==> config.mk <==
export PLATFORM = sky130hd
export DESIGN_NAME = sync_length_crc32_frame_parser
export DESIGN_NICKNAME = d
export VERILOG_FILES = /design/src/rtl/core/slcf_pkg.sv /design/src/rtl/core/slcf_fsm.sv /design/src/rtl/core/sync_length_crc32_frame_parser.sv
export SDC_FILE = /design/constraint.sdc
export NUM_CORES = 1
export LEC_CHECK = 0
export BUFFER_PORTS_ARGS = -buffer_cell sky130_fd_sc_hd__buf_4
export CORE_MARGIN = 2
export CORE_UTILIZATION = 40
export CTS_CLUSTER_DIAMETER = 100
export DETAILED_ROUTE_END_ITERATION = 10
export SKIP_LAST_GASP = 1
export SLEW_MARGIN = 20
export SYNTH_ARGS = -nofsm -noshare
export SYNTH_HDL_FRONTEND = slang
export SYNTH_SLANG_ARGS = --single-unit
==> constraint.sdc <==
create_clock -name i_clk -period 3.8 [get_ports i_clk]
set_input_delay 0.19 -clock i_clk [delete_from_list [all_inputs] [get_ports i_clk]]
set_output_delay 0.19 -clock i_clk [all_outputs]
set_load 0.05 [all_outputs]
==> src/rtl/core/slcf_pkg.sv <==
// Shared types, constants and the CRC byte step for the sync/length/CRC-32 frame parser.
package slcf_pkg;

    // Sync pattern and CRC polynomial (reflected CRC-32)
    localparam logic [7:0]  SYNC_FIRST  = 8'hAA;
    localparam logic [7:0]  SYNC_SECOND = 8'h55;
    localparam logic [31:0] CRC_POLY    = 32'hEDB8_8320;

    // Configuration register indexes and reset values
    localparam int unsigned CFG_IDX_W    = 8;
    localparam logic [CFG_IDX_W-1:0] REG_MAX_LEN  = 8'd0;
    localparam logic [CFG_IDX_W-1:0] REG_CRC_SEED = 8'd1;
    localparam logic [15:0] MAX_LEN_RESET  = 16'd512;
    localparam logic [31:0] CRC_SEED_RESET = 32'd1;

    // Position in the frame
    typedef enum logic [3:0] {
        PH_SYNC1   = 4'd0,
        PH_SYNC2   = 4'd1,
        PH_IDENT0  = 4'd2,
        PH_IDENT1  = 4'd3,
        PH_LEN0    = 4'd4,
        PH_LEN1    = 4'd5,
        PH_PAYLOAD = 4'd6,
        PH_TRL0    = 4'd7,
        PH_TRL1    = 4'd8,
        PH_TRL2    = 4'd9,
        PH_TRL3    = 4'd10
    } t_phase;

    // One result word
    typedef struct packed {
        logic        payload_valid;
        logic [7:0]  payload_byte;
        logic [15:0] payload_index;
        logic        frame_end;
        logic        crc_good;
        logic [15:0] frame_ident;
        logic [15:0] frame_len;
        logic        length_error;
    } t_result;

    // One byte of reflected CRC-32: eight shift/xor steps on the low byte
    function automatic logic [31:0] crc_byte(input logic [31:0] crc, input logic [7:0] b);
        logic [31:0] c;
        c = {24'd0, crc[7:0] ^ b};
        for (int k = 0; k < 8; k++) begin
            c = c[0] ? ((c >> 1) ^ CRC_POLY) : (c >> 1);
        end
        return c ^ (crc >> 8);
    endfunction

endpackage

==> src/rtl/core/slcf_fsm.sv <==
// Frame state machine: phase, header, counters, running CRC and the result of each byte.
module slcf_fsm (
    input  logic             i_clk,
    input  logic             i_rst_n,
    input  logic             i_advance,
    input  logic [7:0]       i_rx_byte,
    input  logic [15:0]      i_max_len,
    input  logic [31:0]      i_crc_seed,
    output slcf_pkg::t_result o_result
);
    import slcf_pkg::*;

    t_phase      r_phase,   n_phase;
    logic [15:0] r_ident,   n_ident;
    logic [15:0] r_length,  n_length;
    logic [15:0] r_count,   n_count;
    logic [31:0] r_crc,     n_crc;
    logic [31:0] r_trailer, n_trailer;

    logic [31:0] crc_step;
    logic [15:0] count_inc;
    logic [15:0] len_full;
    logic [31:0] trailer_full;

    // CRC step over the incoming byte; base is the seed on the first sync byte
    assign crc_step     = crc_byte((r_phase == PH_SYNC1) ? i_crc_seed : r_crc, i_rx_byte);
    assign count_inc    = r_count + 16'd1;
    assign len_full     = {i_rx_byte, r_length[7:0]};
    assign trailer_full = {i_rx_byte, r_trailer[23:0]};

    // State registers
    always_ff @(posedge i_clk) begin
        if (!i_rst_n) begin
            r_phase   <= PH_SYNC1;
            r_ident   <= '0;
            r_length  <= '0;
            r_count   <= '0;
            r_crc     <= CRC_SEED_RESET;
            r_trailer <= '0;
        end else if (i_advance) begin
            r_phase   <= n_phase;
            r_ident   <= n_ident;
            r_length  <= n_length;
            r_count   <= n_count;
            r_crc     <= n_crc;
            r_trailer <= n_trailer;
        end
    end

    // Next state and result for the byte at the input
    always_comb begin
        n_phase   = r_phase;
        n_ident   = r_ident;
        n_length  = r_length;
        n_count   = r_count;
        n_crc     = r_crc;
        n_trailer = r_trailer;
        o_result  = '0;
        unique case (r_phase)
            PH_SYNC1: begin
                if (i_rx_byte == SYNC_FIRST) begin
                    n_crc   = crc_step;
                    n_phase = PH_SYNC2;
                end
            end
            PH_SYNC2: begin
                if (i_rx_byte == SYNC_SECOND) begin
                    n_crc   = crc_step;
                    n_phase = PH_IDENT0;
                end else begin
                    n_phase = PH_SYNC1;
                end
            end
            PH_IDENT0: begin
                n_ident = {8'd0, i_rx_byte};
                n_crc   = crc_step;
                n_phase = PH_IDENT1;
            end
            PH_IDENT1: begin
                n_ident = {i_rx_byte, r_ident[7:0]};
                n_crc   = crc_step;
                n_phase = PH_LEN0;
            end
            PH_LEN0: begin
                n_length = {8'd0, i_rx_byte};
                n_crc    = crc_step;
                n_phase  = PH_LEN1;
            end
            PH_LEN1: begin
                n_length = len_full;
                n_crc    = crc_step;
                if (len_full > i_max_len) begin
                    // oversize: report and drop the frame
                    o_result.frame_ident  = r_ident;
                    o_result.frame_len    = len_full;
                    o_result.length_error = 1'b1;
                    n_phase               = PH_SYNC1;
                end else begin
                    n_count = '0;
                    n_phase = (len_full == 16'd0) ? PH_TRL0 : PH_PAYLOAD;
                end
            end
            PH_PAYLOAD: begin
                o_result.payload_valid = 1'b1;
                o_result.payload_byte  = i_rx_byte;
                o_result.payload_index = r_count;
                n_crc   = crc_step;
                n_count = count_inc;
                if (count_inc >= r_length) begin
                    n_phase = PH_TRL0;
                end
            end
            PH_TRL0: begin
                n_trailer = {24'd0, i_rx_byte};
                n_phase   = PH_TRL1;
            end
            PH_TRL1: begin
                n_trailer = {16'd0, i_rx_byte, r_trailer[7:0]};
                n_phase   = PH_TRL2;
            end
            PH_TRL2: begin
                n_trailer = {8'd0, i_rx_byte, r_trailer[15:0]};
                n_phase   = PH_TRL3;
            end
            PH_TRL3: begin
                n_trailer            = trailer_full;
                o_result.frame_end   = 1'b1;
                o_result.crc_good    = (trailer_full == r_crc);
                o_result.frame_ident = r_ident;
                o_result.frame_len   = r_length;
                n_phase              = PH_SYNC1;
            end
            default: begin
                n_phase = PH_SYNC1;
            end
        endcase
    end

endmodule

==> src/rtl/core/sync_length_crc32_frame_parser.sv <==
// Top level of the sync/length/CRC-32 frame parser: config registers, handshake, result register.
//
// Takes one received byte per word and returns exactly one result word per byte. A byte is
// accepted every cycle while the result register is empty or being taken: the frame state
// machine and a byte-wide CRC-32 step sit between the input port and a single result
// register, so each result is registered in the cycle after its byte, one byte per clock. Input stall is
// raised only while a result waits and the output side stalls. Frames start at 0xAA 0x55,
// carry a little-endian identifier and length, the payload, and a little-endian CRC trailer
// checked against a reflected CRC-32 seeded from crc_seed with no final inversion.
// Configuration writes are always ready and must be made while the parser is idle.
module sync_length_crc32_frame_parser (
    input  logic                             i_clk,
    input  logic                             i_rst_n,
    // byte input
    input  logic                             i_in_valid,
    output logic                             o_in_stall,
    input  logic [7:0]                       i_rx_byte,
    // result output
    output logic                             o_out_valid,
    input  logic                             i_out_stall,
    output logic                             o_payload_valid,
    output logic [7:0]                       o_payload_byte,
    output logic [15:0]                      o_payload_index,
    output logic                             o_frame_end,
    output logic                             o_crc_good,
    output logic [15:0]                      o_frame_ident,
    output logic [15:0]                      o_frame_len,
    output logic                             o_length_error,
    // configuration write
    input  logic                             i_cfg_valid,
    output logic                             o_cfg_ready,
    input  logic [slcf_pkg::CFG_IDX_W-1:0]   i_cfg_index,
    input  logic [31:0]                      i_cfg_data
);
    import slcf_pkg::*;

    logic [15:0] r_max_len;
    logic [31:0] r_crc_seed;
    logic        r_out_valid;
    t_result     r_result;
    t_result     fsm_result;
    logic        in_accept;
    logic        out_accept;

    assign o_cfg_ready = 1'b1;
    assign o_in_stall  = r_out_valid && i_out_stall;
    assign in_accept   = i_in_valid && !o_in_stall;
    assign out_accept  = r_out_valid && !i_out_stall;

    // Configuration registers; unknown indexes are dropped
    always_ff @(posedge i_clk) begin
        if (!i_rst_n) begin
            r_max_len  <= MAX_LEN_RESET;
            r_crc_seed <= CRC_SEED_RESET;
        end else if (i_cfg_valid) begin
            if (i_cfg_index == REG_MAX_LEN) begin
                r_max_len <= i_cfg_data[15:0];
            end else if (i_cfg_index == REG_CRC_SEED) begin
                r_crc_seed <= i_cfg_data;
            end
        end
    end

    slcf_fsm u_fsm (
        .i_clk      (i_clk),
        .i_rst_n    (i_rst_n),
        .i_advance  (in_accept),
        .i_rx_byte  (i_rx_byte),
        .i_max_len  (r_max_len),
        .i_crc_seed (r_crc_seed),
        .o_result   (fsm_result)
    );

    // Result register: loads on every accepted byte, empties when taken
    always_ff @(posedge i_clk) begin
        if (!i_rst_n) begin
            r_out_valid <= 1'b0;
        end else if (in_accept) begin
            r_out_valid <= 1'b1;
        end else if (out_accept) begin
            r_out_valid <= 1'b0;
        end
    end

    always_ff @(posedge i_clk) begin
        if (in_accept) begin
            r_result <= fsm_result;
        end
    end

    assign o_out_valid     = r_out_valid;
    assign o_payload_valid = r_result.payload_valid;
    assign o_payload_byte  = r_result.payload_byte;
    assign o_payload_index = r_result.payload_index;
    assign o_frame_end     = r_result.frame_end;
    assign o_crc_good      = r_result.crc_good;
    assign o_frame_ident   = r_result.frame_ident;
    assign o_frame_len     = r_result.frame_len;
    assign o_length_error  = r_result.length_error;

    // Every accepted byte leaves a result waiting in the next cycle
    a_accept_fills: assert property (@(posedge i_clk) disable iff (!i_rst_n)
        in_accept |=> r_out_valid)
        else $error("accepted byte produced no result");

    // A waiting, stalled result is not overwritten
    a_no_overwrite: assert property (@(posedge i_clk) disable iff (!i_rst_n)
        (r_out_valid && i_out_stall) |-> !in_accept)
        else $error("result register overwritten while stalled");

    // Payload, frame end and length error are mutually exclusive
    a_kinds_exclusive: assert property (@(posedge i_clk) disable iff (!i_rst_n)
        r_out_valid |-> $countones({o_payload_valid, o_frame_end, o_length_error}) <= 1)
        else $error("result carries more than one kind");

    // CRC verdict only comes with a frame end
    a_good_with_end: assert property (@(posedge i_clk) disable iff (!i_rst_n)
        (r_out_valid && o_crc_good) |-> o_frame_end)
        else $error("crc_good without frame_end");

endmodule

==> impl_metrics.py <==
metrics = {
    "run_status": {
        "outcome": "complete, no violations",
    },
    "critical_path": {
        "crit-reg2reg-launch": "u_fsm.r_count[3]",
        "critPathArrivalTime_ps": 3670,
        "crit_path_max_fanout": 6,
        "critPathCaptureType": "flip-flop",
        "regToRegSetupSlack_ps": 540,
        "cpMaxStageDelayCell": "dfxtp_1",
        "critical_path_class": "reg -> reg",
        "cp-start-kind": "flip-flop",
        "crit_start": "u_fsm.r_count[3]",
        "critPathRequiredTime_ps": 4210,
        "reg2reg_depth": 13,
        "critPathTopFamily": "simple AND/OR/NAND/NOR gates",
        "r2r_end": "u_fsm.r_phase[2]",
        "max_stage_delay_ps": 430,
        "crit_buf_inv": 0,
        "path_cells": "nand2_1 -> nor2_1 -> nand3_1 -> or2_2 -> xnor2_1 -> ha_1 -> a21o_1 -> a21o_1 -> a21oi_1 -> o211ai_1 -> a21oi_1 -> nor2_1 -> o211a_1",
    },
    "timing": {
        "setup_tns_ps": 0,
        "finalHoldViolCount": 0,
        "max_slew_margin_pct": 29.95,
        "fin_crit_ps": 3260,
        "period_share_pct": 85.78,
        "slew_violations": 0,
        "rsz0062_at_grt": "false",
        "clock_skew_ps": 9.765,
        "timing.hold.ws_ps": 64.82,
        "max_freq_mhz": 306.8,
        "worst_slew_pin_slew_ps": 1043,
        "finalSetupViolCount": 0,
    },
    "final_layout": {
        "drive_gt1_share_pct": 15.13,
        "finish.instance_area_mm2": 0.01305,
        "fillerInstances": 2431,
        "final_nets": 1359,
        "num_antenna_cells": 0,
        "syn_to_final_growth_pct": 21.89,
    },
    "clock_tree": {
        "cts_buffers": 24,
        "cts_max_level": 1,
        "clk_latency_ps": 520,
        "clockBufferDepth": 3,
        "clkSlewWorstSetupHoldPaths_ps": 60,
        "cts_root_buffer": "clkbuf_16",
        "clock_sinks": 217,
        "postCtsSetupBuffers": 0,
        "cts_tree": "yes",
    },
    "min_path": {
        "hold_path_depth": 3,
        "hold_start": "i_rx_byte[5]",
        "hold_end": "u_fsm.r_ident[5]",
        "hold_class": "in -> reg",
    },
    "floorplan": {
        "die_area_mm2": 0.02809,
        "core_area_mm2": 0.02621,
        "row_count": 59,
        "fp.dieW_um": 167.6,
        "start_util_pct": 40.86,
        "die_y_um": 167.6,
        "ios": 116,
    },
    "synthesis": {
        "yosysTopAreaCellShare_pct": 29.35,
        "synthCells": 1155,
        "synth_warnings": 0,
        "synth-edff-count": 60,
        "synthArstFlopShare_pct": 0,
        "ys_ff_latch": 217,
        "yosys.area.top_type": "dfxtp_1",
        "synth_seq_area_share_pct": 46.18,
        "syn_area_mm2": 0.01071,
        "synth_ff_type": "dfxtp_1",
        "yosysUniqueCellTypes": 58,
        "synth.avg_cell_area_um2": 9.271,
        "syn_nets": 1241,
        "netlist_top_cells_area": "dfxtp_1, edfxtp_1, xnor2_1, nand2_1, a21oi_1",
    },
    "detailed_routing": {
        "remaining_drc_errors": 0,
        "first_pass_iters": 4,
        "wl_um": 28760,
        "route.vias.total": 8658,
        "wl_per_cell_um": 17.71,
        "drtIter0Drc": 637,
        "drt.antenna.violating_nets": 0,
        "via_per_inst": 5.331,
    },
    "run": {
        "drv_cap": 0,
    },
    "pwr": {
        "finalPower_mw": 7.964,
        "p_seq_share_pct": 36.3,
        "switching_share_pct": 33.95,
        "p_leak_nw": 4.797,
        "power_frac_comb_pct": 32.5,
        "p_per_area_mw_per_mm2": 610.2,
        "p_int_mw": 5.261,
        "clkPwrFrac_pct": 31.3,
        "ir_drop_mv": 0.3360,
        "p_sw_mw": 2.704,
    },
    "global_route": {
        "grt_max_degree": 97,
        "grt_pass1_wl_um": 45840,
        "first_global_vias": 8307,
        "grt-ovfl-total": 0,
        "grtUsageTotal_pct": 20.21,
        "antenna_found_initial": 0,
    },
    "place": {
        "io_buffers": 114,
        "hpwl_um": 19610,
        "dpl_cell_area_mm2": 0.01185,
        "globalplace.congestion": 0.8592,
    },
}
[cells in the final DEF (no fill, tap or decap), types with 4 or more instances in the layout]
master,synthesis,routed
a211oi_1,19,18
a21o_1,10,10
a21oi_1,101,101
a22o_1,8,8
a22oi_1,16,16
a31oi_1,6,6
and2_1,25,24
and3_1,4,4
buf_4,2,131
bufinv_16,0,4
clkbuf_1,66,4
clkbuf_16,0,25
clkbuf_8,0,5
dfxtp_1,157,157
dlygate4sd3_1,0,34
edfxtp_1,60,60
ha_1,33,33
inv_1,37,35
mux2i_1,42,42
nand2_1,148,147
nand2b_1,7,7
nand3_1,37,37
nand3b_1,4,4
nand4_1,26,26
nor2_1,85,85
nor2b_1,21,20
nor3_1,7,7
nor4_1,8,8
o21ai_0,50,50
o21ai_1,4,4
or4_1,7,7
xnor2_1,82,82
xor2_1,35,35
[metal layers]
metal	track usage [%]	wire length, um	share of wire [%]
met1	29.79	14090	49
met2	31.28	12790	44
met3	2.647	1242	4.3
met4	5.255	633	2.2
met5	0	0	0
[final cells by class]
cell class | instances | area [um2] | area share (%)
well taps | 335 | 419.2 | 3.212
flip-flops and latches | 217 | 4945 | 37.89
clock inverters | 8 | 142.6 | 1.093
clock buffers | 34 | 709.4 | 5.436
inverters | 38 | 143.9 | 1.102
repair buffers | 165 | 1324 | 10.14
multi-input cells | 827 | 5368 | 41.13
[synth_stat cells, types with 19 or more instances]
cell type	count
a211oi_1	19
a21oi_1	101
and2_1	25
clkbuf_1	66
dfxtp_1	157
edfxtp_1	60
ha_1	33
inv_1	37
mux2i_1	42
nand2_1	148
nand3_1	37
nand4_1	26
nor2_1	85
nor2b_1	21
o21ai_0	50
xnor2_1	82
xor2_1	35
[repair_timing]
| action | 4_1_cts | 5_1_grt |
|---|---|---|
| hold buffers | 34 | 0 |
| hold endpoints to repair | 49 | 0 |
| gates resized for setup | 0 | 0 |
[state kept, by name (all words and copies together), names as in the netlist, 4 cells and up]
signal           flops
u_fsm.r_count       16
o_frame_len         16
u_fsm.r_phase        4
r_max_len           16
o_payload_index     16
u_fsm.r_trailer     24
u_fsm.r_crc         32
o_payload_byte       8
u_fsm.r_ident       16
o_frame_ident       16
r_crc_seed          32
u_fsm.r_length      16
[per-stage QoR]
| stage | utilization (%) | worst slack, ps | instances |
|---|---|---|---|
| CTS | 49.77 | 585.8 | 1624 |
| finish | 49.80 | 540.4 | 1624 |
| global placement | 45.22 | 675.3 | 1548 |
| floorplan | - | 111.0 | 1155 |
| global route | 49.80 | 295.3 | 1624 |
| detailed placement | 45.22 | 595.4 | 1548 |
[worst min-delay path: stages]
cell and delay (ps):
buf_4 190, nand2_1 80, a21oi_1 50
[worst max path at each step]
stage	cells after the start	slack (ps)	endpoint
floorplan	7	110	u_fsm.r_trailer[0]
global placement	12	680	u_fsm.r_phase[2]
detailed placement	13	600	u_fsm.r_phase[2]
CTS	13	590	u_fsm.r_phase[2]
global route	12	300	u_fsm.r_phase[1]
finish	13	540	u_fsm.r_phase[2]
[cell families (layout without fill, tap and decap cells)]
kind of cell,count (synthesis),count (layout),synth area share (%)
multiplexers,44,44,4.183
XOR/XNOR,127,127,11.61
AND/OR/NAND/NOR,390,390,17.19
buffers and inverters,111,245,3.996
adder cells (fa/ha/maj),33,33,3.856
other,1,1,0.03502
flip-flops,217,217,46.18
AO/OA/AOI/OAI,232,232,12.95
[power groups by stage]
stage               registers [mW]  logic [mW]  clock network (mW)
floorplan                     2.88        1.92                   0
global placement              2.92        2.52                   0
detailed placement            2.93        2.53                   0
CTS                           2.88        2.58                2.54
global route                  2.91        2.79                2.63
finish                        2.89        2.59                2.49
Note: power is estimated with default switching activity, not from simulation.
